**config.mk**
```make
export PLATFORM = sky130hd
export DESIGN_NAME = oled_text_glyph_stream
export DESIGN_NICKNAME = d
export VERILOG_FILES = /design/src/rtl/core/otgs_pkg.sv /design/src/rtl/core/oled_text_glyph_stream.sv /design/src/rtl/core/otgs_bcd_unit.sv
export VERILOG_INCLUDE_DIRS = /design/src /design/src/rtl/core
export SDC_FILE = /design/constraint.sdc
export NUM_CORES = 1
export LEC_CHECK = 0
export BUFFER_PORTS_ARGS = -buffer_cell sky130_fd_sc_hd__buf_2
export CAP_MARGIN = 0
export CELL_PAD_IN_SITES_DETAIL_PLACEMENT = 1
export CELL_PAD_IN_SITES_GLOBAL_PLACEMENT = 2
export CORE_MARGIN = 4
export CORE_UTILIZATION = 37
export DETAILED_ROUTE_END_ITERATION = 7
export GPL_ROUTABILITY_DRIVEN = 0
export HOLD_SLACK_MARGIN = 0.08
export PLACE_DENSITY_LB_ADDON = 0.12
export SYNTH_ARGS = -nofsm -noshare
export SYNTH_HDL_FRONTEND = slang
export SYNTH_SLANG_ARGS = --single-unit
```
**constraint.sdc**
```tcl
create_clock -name clk -period 5 [get_ports clk]
set_input_delay 0 -clock clk [delete_from_list [all_inputs] [get_ports clk]]
set_output_delay 0 -clock clk [all_outputs]
set_load 0.05 [all_outputs]
```
**src/rtl/core/oled_text_glyph_stream_defines.svh**
```systemverilog
// Assertion macros shared by the glyph stream RTL.
`ifndef OLED_TEXT_GLYPH_STREAM_DEFINES_SVH
`define OLED_TEXT_GLYPH_STREAM_DEFINES_SVH

// Condition must hold at every clock edge outside reset.
`define OTGS_ASSERT_ALWAYS(label, cond, msg) \
    label: assert property (@(posedge clk) disable iff (!rst_n) (cond)) else $error(msg);

// Antecedent implies consequent in the same cycle.
`define OTGS_ASSERT_IMPL(label, ante, cons, msg) \
    label: assert property (@(posedge clk) disable iff (!rst_n) (ante) |-> (cons)) \
        else $error(msg);

// Antecedent implies consequent in the next cycle.
`define OTGS_ASSERT_NEXT(label, ante, cons, msg) \
    label: assert property (@(posedge clk) disable iff (!rst_n) (ante) |=> (cons)) \
        else $error(msg);

`endif

```
**src/rtl/core/otgs_pkg.sv**
```systemverilog
// Shared types, codes, font table and glyph column helpers for the glyph stream.
package otgs_pkg;

    typedef logic [14:0] glyph_t;
    typedef logic [3:0]  bcd_digit_t;

    localparam int MAG_W      = 32;
    localparam int BCD_DIGITS = 10;
    localparam int BCD_W      = BCD_DIGITS * 4;

    // Operation codes
    localparam logic [1:0] OP_CURSOR = 2'd0;
    localparam logic [1:0] OP_CHAR   = 2'd1;
    localparam logic [1:0] OP_NUMBER = 2'd2;

    localparam logic [7:0] CMD_PAGE     = 8'hB0;
    localparam logic [7:0] CMD_COL_HIGH = 8'h10;
    localparam logic [7:0] CH_ZERO      = 8'h30;
    localparam logic [7:0] CH_DASH      = 8'h2D;
    localparam glyph_t     GLYPH_DASH   = 15'h01C0;

    // Look up the 3x5 glyph; fold lower case, map unknown codes to a dash.
    function automatic glyph_t font_bits(input logic [7:0] ch_in);
        logic [7:0] ch;
        glyph_t     g;
        ch = ch_in;
        if (ch >= 8'h61 && ch <= 8'h7A) begin
            ch = ch - 8'd32;
        end
        case (ch)
            8'h30: g = 15'h7B6F;
            8'h31: g = 15'h2492;
            8'h32: g = 15'h73E7;
            8'h33: g = 15'h73CF;
            8'h34: g = 15'h5BC9;
            8'h35: g = 15'h79CF;
            8'h36: g = 15'h79EF;
            8'h37: g = 15'h7249;
            8'h38: g = 15'h7BEF;
            8'h39: g = 15'h7BCF;
            8'h41: g = 15'h2BEA;
            8'h42: g = 15'h7BEF;
            8'h43: g = 15'h7927;
            8'h44: g = 15'h6B6E;
            8'h45: g = 15'h79E7;
            8'h46: g = 15'h79E4;
            8'h47: g = 15'h79AF;
            8'h48: g = 15'h5BEA;
            8'h49: g = 15'h7497;
            8'h4A: g = 15'h124E;
            8'h4B: g = 15'h5ACA;
            8'h4C: g = 15'h4927;
            8'h4D: g = 15'h5F6B;
            8'h4E: g = 15'h5B6A;
            8'h4F: g = 15'h7B6F;
            8'h50: g = 15'h7BE4;
            8'h51: g = 15'h7B7B;
            8'h52: g = 15'h7BEA;
            8'h53: g = 15'h79CF;
            8'h54: g = 15'h7492;
            8'h55: g = 15'h5B6F;
            8'h56: g = 15'h5B54;
            8'h57: g = 15'h5B7F;
            8'h58: g = 15'h5AAB;
            8'h59: g = 15'h5A92;
            8'h5A: g = 15'h72A7;
            8'h2D: g = GLYPH_DASH;
            8'h3A: g = 15'h0820;
            8'h2E: g = 15'h0002;
            8'h2F: g = 15'h1248;
            8'h20: g = 15'h0000;
            default: g = GLYPH_DASH;
        endcase
        return g;
    endfunction

    // Column byte x of a glyph: bit y is row y; the fourth column is spacing.
    function automatic logic [7:0] glyph_column(input glyph_t g, input logic [1:0] x);
        logic [7:0] col;
        col = 8'h00;
        if (x != 2'd3) begin
            for (int y = 0; y < 5; y++) begin
                col[y] = g[(4 - y) * 3 + (2 - int'(x))];
            end
        end
        return col;
    endfunction

endpackage

```
**src/rtl/core/oled_text_glyph_stream.sv**
```systemverilog
// Top level: display request stream in, panel command/data word stream out.
//
//  channel  | direction | handshake          | contents
//  ---------+-----------+--------------------+----------------------------------
//  s_*      | in        | s_tvalid/s_tready  | one display request
//  m_*      | out       | m_tvalid/m_tready  | one panel write, tlast on final word
//  cfg_*    | in        | cfg_valid/cfg_ready| display_ready bit
//
// Sequencing: the sequencer takes one request at a time and drops s_tready until
// its last word is loaded into the output register. After the accept cycle, set
// cursor sends three command words and a character four words. A number first
// runs the converter (start, then one bit per cycle), skips leading zero digits
// and sends four words per glyph, up to 44 words. Cursor and character requests
// while the panel is not ready, and undefined operations, produce nothing and
// finish in the accept cycle. Reset clears the sequencer, output valid and
// display_ready. A stall on m_tready holds the output word and the emit step.
module oled_text_glyph_stream
    import otgs_pkg::*;
(
    input  logic        clk,
    input  logic        rst_n,
    input  logic        s_tvalid,
    output logic        s_tready,
    input  logic [55:0] s_tdata,   // page_row[7:0], text_column[15:8], character[23:16],
                                   // number[55:24]
    input  logic [1:0]  s_tuser,   // operation[1:0]
    output logic        m_tvalid,
    input  logic        m_tready,
    output logic [7:0]  m_tdata,   // payload[7:0]
    output logic        m_tuser,   // is_data[0]
    output logic        m_tlast,
    input  logic        cfg_valid,
    output logic        cfg_ready,
    input  logic        cfg_data
);

`include "oled_text_glyph_stream_defines.svh"

    localparam logic [1:0] ST_IDLE = 2'd0;
    localparam logic [1:0] ST_CONV = 2'd1;
    localparam logic [1:0] ST_SKIP = 2'd2;
    localparam logic [1:0] ST_EMIT = 2'd3;

    // Request fields
    logic [1:0]       in_op;
    logic [7:0]       in_page;
    logic [7:0]       in_tcol;
    logic [7:0]       in_char;
    logic [MAG_W-1:0] in_num;

    assign in_op   = s_tuser;
    assign in_page = s_tdata[7:0];
    assign in_tcol = s_tdata[15:8];
    assign in_char = s_tdata[23:16];
    assign in_num  = s_tdata[55:24];

    logic [1:0] state_reg, state_next;
    logic [1:0] op_reg, op_next;
    logic [7:0] char_reg, char_next;
    logic [2:0] page_reg, page_next;
    logic [6:0] pix_reg, pix_next;
    logic [1:0] col_reg, col_next;      // glyph column, or command step for cursor
    logic [3:0] dig_reg, dig_next;
    logic       neg_reg, neg_next;      // minus glyph still to send
    logic       ready_reg, ready_next;

    logic       out_valid_reg, out_valid_next;
    logic [7:0] out_data_reg, out_data_next;
    logic       out_user_reg, out_user_next;
    logic       out_last_reg, out_last_next;

    logic             accept;
    logic             bcd_start;
    logic             bcd_done;
    logic [BCD_W-1:0] bcd;
    logic [MAG_W-1:0] in_mag;
    bcd_digit_t       cur_digit;
    logic [7:0]       glyph_code;
    logic [7:0]       emit_byte;
    logic             emit_data;
    logic             emit_last;
    logic             out_free;
    logic             emit_fire;
    logic [7:0]       pix_full;

    assign s_tready  = (state_reg == ST_IDLE);
    assign accept    = s_tvalid && s_tready;
    assign cfg_ready = 1'b1;
    assign in_mag    = in_num[MAG_W-1] ? (~in_num + 32'd1) : in_num;
    assign bcd_start = accept && (in_op == OP_NUMBER);
    assign pix_full  = {in_tcol[5:0], 2'b00};

    otgs_bcd_unit u_bcd
    (
        .clk   (clk),
        .rst_n (rst_n),
        .start (bcd_start),
        .mag   (in_mag),
        .done  (bcd_done),
        .bcd   (bcd)
    );

    assign cur_digit = bcd[dig_reg*4 +: 4];
    assign out_free  = !out_valid_reg || m_tready;
    assign emit_fire = (state_reg == ST_EMIT) && out_free;

    // Pick the glyph and column byte for the current step.
    always_comb
    begin
        glyph_code = char_reg;
        emit_byte  = 8'h00;
        emit_data  = 1'b1;
        emit_last  = 1'b0;
        if (op_reg == OP_CURSOR) begin
            emit_data = 1'b0;
            case (col_reg)
                2'd0:    emit_byte = CMD_PAGE + {5'd0, page_reg};
                2'd1:    emit_byte = {4'd0, pix_reg[3:0]};
                default: emit_byte = CMD_COL_HIGH + {5'd0, pix_reg[6:4]};
            endcase
            emit_last = (col_reg == 2'd2);
        end else begin
            if (op_reg == OP_NUMBER) begin
                glyph_code = neg_reg ? CH_DASH : (CH_ZERO + {4'd0, cur_digit});
                emit_last  = (col_reg == 2'd3) && !neg_reg && (dig_reg == 4'd0);
            end else begin
                emit_last  = (col_reg == 2'd3);
            end
            emit_byte = glyph_column(font_bits(glyph_code), col_reg);
        end
    end

    // Sequencer
    always_comb
    begin
        state_next = state_reg;
        op_next    = op_reg;
        char_next  = char_reg;
        page_next  = page_reg;
        pix_next   = pix_reg;
        col_next   = col_reg;
        dig_next   = dig_reg;
        neg_next   = neg_reg;
        ready_next = ready_reg;
        if (cfg_valid && cfg_ready) begin
            ready_next = cfg_data;
        end
        unique case (state_reg)
            ST_IDLE:
            begin
                if (accept) begin
                    op_next   = in_op;
                    char_next = in_char;
                    page_next = (in_page > 8'd7) ? 3'd7 : in_page[2:0];
                    pix_next  = pix_full[7] ? 7'd127 : pix_full[6:0];
                    col_next  = 2'd0;
                    neg_next  = in_num[MAG_W-1];
                    if (in_op == OP_NUMBER) begin
                        state_next = ST_CONV;
                    end else if ((in_op == OP_CURSOR || in_op == OP_CHAR) && ready_reg) begin
                        state_next = ST_EMIT;
                    end
                end
            end
            ST_CONV:
            begin
                if (bcd_done) begin
                    dig_next   = 4'd9;
                    state_next = ST_SKIP;
                end
            end
            ST_SKIP:
            begin
                // Drop leading zero digits, keep at least one.
                if (dig_reg != 4'd0 && cur_digit == 4'd0) begin
                    dig_next = dig_reg - 4'd1;
                end else begin
                    col_next   = 2'd0;
                    state_next = ST_EMIT;
                end
            end
            ST_EMIT:
            begin
                if (emit_fire) begin
                    col_next = col_reg + 2'd1;
                    if (emit_last) begin
                        state_next = ST_IDLE;
                    end else if (op_reg == OP_NUMBER && col_reg == 2'd3) begin
                        if (neg_reg) begin
                            neg_next = 1'b0;
                        end else begin
                            dig_next = dig_reg - 4'd1;
                        end
                    end
                end
            end
            default:
            begin
                state_next = ST_IDLE;
            end
        endcase
    end

    // Output register: load a new word when empty or when the current one leaves.
    always_comb
    begin
        out_valid_next = out_valid_reg;
        out_data_next  = out_data_reg;
        out_user_next  = out_user_reg;
        out_last_next  = out_last_reg;
        if (out_valid_reg && m_tready) begin
            out_valid_next = 1'b0;
        end
        if (emit_fire) begin
            out_valid_next = 1'b1;
            out_data_next  = emit_byte;
            out_user_next  = emit_data;
            out_last_next  = emit_last;
        end
    end

    always_ff @(posedge clk or negedge rst_n)
    begin
        if (!rst_n) begin
            state_reg     <= ST_IDLE;
            ready_reg     <= 1'b0;
            out_valid_reg <= 1'b0;
        end else begin
            state_reg     <= state_next;
            ready_reg     <= ready_next;
            out_valid_reg <= out_valid_next;
        end
    end

    always_ff @(posedge clk)
    begin
        op_reg       <= op_next;
        char_reg     <= char_next;
        page_reg     <= page_next;
        pix_reg      <= pix_next;
        col_reg      <= col_next;
        dig_reg      <= dig_next;
        neg_reg      <= neg_next;
        out_data_reg <= out_data_next;
        out_user_reg <= out_user_next;
        out_last_reg <= out_last_next;
    end

    assign m_tvalid = out_valid_reg;
    assign m_tdata  = out_data_reg;
    assign m_tuser  = out_user_reg;
    assign m_tlast  = out_last_reg;

    `OTGS_ASSERT_NEXT(a_last_ends_item, emit_fire && emit_last, state_reg == ST_IDLE, "sequencer did not return to idle after last word")
    `OTGS_ASSERT_IMPL(a_digit_index, state_reg == ST_SKIP || (state_reg == ST_EMIT && op_reg == OP_NUMBER), dig_reg <= 4'd9, "digit index out of range")
    `OTGS_ASSERT_IMPL(a_bcd_digit, state_reg == ST_SKIP, cur_digit <= 4'd9, "converter produced a non-decimal digit")
    `OTGS_ASSERT_IMPL(a_cursor_steps, state_reg == ST_EMIT && op_reg == OP_CURSOR, col_reg != 2'd3, "cursor sequence ran past three commands")
    `OTGS_ASSERT_IMPL(a_done_in_conv, bcd_done, state_reg == ST_CONV, "converter finished outside conversion state")

endmodule

```
**src/rtl/core/otgs_bcd_unit.sv**
```systemverilog
// Shift-and-add-3 binary to BCD converter, one magnitude bit per cycle.
module otgs_bcd_unit
    import otgs_pkg::*;
(
    input  logic             clk,
    input  logic             rst_n,
    input  logic             start,
    input  logic [MAG_W-1:0] mag,
    output logic             done,
    output logic [BCD_W-1:0] bcd
);

    logic [BCD_W-1:0] bcd_reg, bcd_next, bcd_adj;
    logic [MAG_W-1:0] mag_reg, mag_next;
    logic [4:0]       cnt_reg, cnt_next;
    logic             busy_reg, busy_next;
    logic             done_reg, done_next;

    // Add 3 to every digit of 5 or more before the shift.
    always_comb
    begin
        for (int d = 0; d < BCD_DIGITS; d++) begin
            if (bcd_reg[d*4 +: 4] >= 4'd5) begin
                bcd_adj[d*4 +: 4] = bcd_reg[d*4 +: 4] + 4'd3;
            end else begin
                bcd_adj[d*4 +: 4] = bcd_reg[d*4 +: 4];
            end
        end
    end

    always_comb
    begin
        bcd_next  = bcd_reg;
        mag_next  = mag_reg;
        cnt_next  = cnt_reg;
        busy_next = busy_reg;
        done_next = 1'b0;
        if (start) begin
            bcd_next  = '0;
            mag_next  = mag;
            cnt_next  = '0;
            busy_next = 1'b1;
        end else if (busy_reg) begin
            bcd_next = {bcd_adj[BCD_W-2:0], mag_reg[MAG_W-1]};
            mag_next = {mag_reg[MAG_W-2:0], 1'b0};
            cnt_next = cnt_reg + 5'd1;
            if (cnt_reg == 5'd31) begin
                busy_next = 1'b0;
                done_next = 1'b1;
            end
        end
    end

    always_ff @(posedge clk or negedge rst_n)
    begin
        if (!rst_n) begin
            busy_reg <= 1'b0;
            done_reg <= 1'b0;
            cnt_reg  <= '0;
        end else begin
            busy_reg <= busy_next;
            done_reg <= done_next;
            cnt_reg  <= cnt_next;
        end
    end

    always_ff @(posedge clk)
    begin
        bcd_reg <= bcd_next;
        mag_reg <= mag_next;
    end

    assign done = done_reg;
    assign bcd  = bcd_reg;

endmodule
```
==> results.json <==
{
  "status": "complete, no violations",
  "die_y_um": 158,
  "cts_htree_levels": 4,
  "cap_violations": 0,
  "dr.pass1.iters": 5,
  "synth-seq-cells": 117,
  "drtIter0Drc": 405,
  "ys.flop_type": "edfxtp_1",
  "fin_crit_sh": 0.839,
  "fin_util": 0.461,
  "grt_max_degree": 66,
  "wl_mm": 24.7,
  "clkTransAtPathRegs_ns": 0.06,
  "ios": 77,
  "cts_tree": "yes",
  "synth_area_um2": 8340,
  "clock_skew_ns": 0.00864,
  "placed_area_um2": 9020,
  "postCtsResizedCells": 0,
  "grt_pass1_vias": 7921,
  "cts.path.max_buffers": 2,
  "hpwl_mm": 17.6,
  "peakVddDrop_mv": 0.244,
  "ant_nets": 0,
  "synthCells": 980,
  "io_buffers": 72,
  "antenna_found_initial": 0,
  "cp.required_ns": 5.22,
  "synth-async-reset-ratio": 0.0940,
  "synth_edf_count": 66,
  "synth_cell_type_count": 79,
  "cts_root_buf": "clkbuf_16",
  "worst_pin_slew_ns": 0.852,
  "vias": 7589,
  "switching_share": 0.448,
  "finalSetupViolCount": 0,
  "area_growth_syn_to_layout_pct": 21.8,
  "p_sw_mw": 2.85,
  "total_power_mw": 6.37,
  "fp-row-count": 54,
  "dieArea_um2": 25000,
  "cts_buffers": 17,
  "grt_first_pass_wirelength_mm": 40.8,
  "synth-seq-area-share": 0.367,
  "maxSlewViolCount": 0,
  "core_area_um2": 22000,
  "via_per_inst": 5.44,
  "antennaDiodeCount": 0,
  "relSlewSlack": 0.432,
  "internal_power_mw": 3.52,
  "leakage_nw": 4.21,
  "die_w_um": 158,
  "syn_area_per_cell_um2": 8.51,
  "wl_per_cell_um": 17.7,
  "power_density_nw_per_um2": 627,
  "start_util": 0.379,
  "largest_reg_flops": 40,
  "clk_latency_ns": 0.42,
  "drc_errors": 0,
  "yosys_warnings": 0,
  "fin_area_um2": 10200,
  "p_comb_frac": 0.522,
  "setup_tns_ns": 0,
  "final_cell_mix": "nand2_1 (117), o21ai_0 (98), nor2_1 (89)",
  "hp-class": "in -> reg",
  "arrival_ns": 4.41,
  "clock_sinks": 117,
  "start_kind": "flip-flop",
  "timing.fmax_ghz": 0.238,
  "critPathKind": "reg -> reg",
  "seq_power_share": 0.298,
  "cp_max_fo": 23,
  "synth_fp_nets": 1087,
  "fin_crit_ns": 4.19,
  "grt-ovfl-total": 0,
  "hold_viol": 0,
  "final_nets": 1210,
  "mostFrequentLayoutCell": "nand2_1",
  "hold_ws_ns": 0.166,
  "grt_usage": 0.203,
  "critPathCaptureType": "flip-flop",
  "rsz0062_at_grt": "false",
  "drive_gt1_frac": 0.139,
  "p_clk_frac": 0.181
}
[kinds of logic after synthesis]
group / Yosys count / synth area share
AND/OR/NAND/NOR: 345 / 0.193
AO/OA/AOI/OAI: 286 / 0.222
flip-flops: 117 / 0.367
buffers and inverters: 97 / 0.0498
XOR/XNOR: 55 / 0.0578
adder cells (fa/ha/maj): 43 / 0.0645
multiplexers: 35 / 0.0453
other: 2 / 0.000901
[stage by stage]
| stage | worst slack [ns] | instances |
|---|---|---|
| 2_1_floorplan | 0.713 | 980 |
| 3_3_place_gp | 0.862 | 1306 |
| 3_5_place_dp | 0.839 | 1306 |
| 4_1_cts | 0.818 | 1396 |
| 5_1_grt | 0.515 | 1396 |
| 6_report | 0.806 | 1396 |
[routing by layer]
metal,up-vias,GRT usage,part of all wire
met5,-,0,0
met4,0,0.0654,0.020
met2,108,0.342,0.50
met3,32,0.0306,0.023
li1,3784,-,-
met1,3665,0.267,0.46
[cell usage after synthesis (5+ instances only)]
cell      count  share of area
and2_1        7         0.0053
a221oi_1      8         0.0084
nand3b_1      5         0.0045
and3_1        7         0.0053
a22oi_1      11         0.0099
xnor2_1      16          0.017
a21oi_1      71          0.043
mux2i_1      31          0.037
or3_1        11         0.0083
a32oi_1       5         0.0053
nand3_1      22          0.013
nand2_1     118          0.053
nor2b_1      13         0.0098
dfrtp_1      11          0.033
o21ai_1       6         0.0036
o21ai_0      98          0.059
clkbuf_1     40          0.018
inv_1        42          0.019
xor2_1       39          0.041
dfxtp_1      40          0.096
o32a_1        5         0.0060
or2_2         6         0.0045
o31ai_1      16          0.014
a211oi_1      5         0.0045
edfxtp_1     66           0.24
nor3_1       26          0.016
o211ai_1      5         0.0045
o22ai_1       6         0.0045
nor2_1       89          0.040
nand2b_1     18          0.014
ha_1         43          0.065
[area by class of cell]
| cell class | instances | area [um^2] |
|---|---|---|
| Inverter | 43 | 161 |
| Clock inverter | 12 | 77.6 |
| Multi-Input combinational cell | 766 | 4870 |
| Fill cell | 2635 | 11900 |
| Tap cell | 280 | 350 |
| Clock buffer | 20 | 478 |
| Sequential cell | 117 | 3060 |
| Timing Repair Buffer | 158 | 1160 |
[power by group through the flow]
stage | registers [mW] | clock network, mW | logic [mW]
after floorplan | 1.89 | 0 | 2.41
after global placement | 1.91 | 0 | 3.24
after detailed placement | 1.92 | 0 | 3.30
after CTS | 1.90 | 1.18 | 3.35
after global routing | 1.97 | 1.23 | 3.78
final | 1.90 | 1.15 | 3.33
[critical path, stage by stage (launching register included)]
cell	delay [ns]
edfxtp_1	0.37
buf_12	0.20
mux4_2	0.53
nor2_1	0.10
o22ai_1	0.14
o22ai_2	0.14
inv_1	0.16
ha_1	0.24
nand3b_1	0.18
a21oi_1	0.28
a21oi_1	0.10
o22a_1	0.18
a211o_1	0.31
a2111oi_0	0.37
o21ai_1	0.12
and4_1	0.22
nor4_1	0.34
[final timing paths]
| kind | from | to | slack (ns) | cells after the start |
|---|---|---|---|---|
| setup / recovery | dig_reg[0]$_SDFFCE_PN1P_ | m_tdata[3]$_DFFE_PP_ | 0.81 | 16 |
| hold / removal | s_tvalid | neg_reg$_SDFFCE_PP0P_ | 0.17 | 5 |
| setup reg to reg | dig_reg[0]$_SDFFCE_PN1P_ | m_tdata[3]$_DFFE_PP_ | 0.81 | 16 |
| hold reg to reg | u_bcd.bcd[39]$_SDFFE_PP0P_ | u_bcd.bcd[39]$_SDFFE_PP0P_ | 0.50 | 2 |
| max in group asynchronous | rst_n | u_bcd.done$_DFF_PN0_ | 3.96 | 3 |
| min in group asynchronous | rst_n | u_bcd.cnt_reg[1]$_DFFE_PN0P_ | 0.66 | 3 |
[what timing repair did]
| action | 4_1_cts | 5_1_grt |
|---|---|---|
| hold buffers | 58 | 0 |
| buffers inserted | 0 | 0 |
| endpoints found under the hold margin | 65 | 0 |
(Power assumes the default switching activity.)
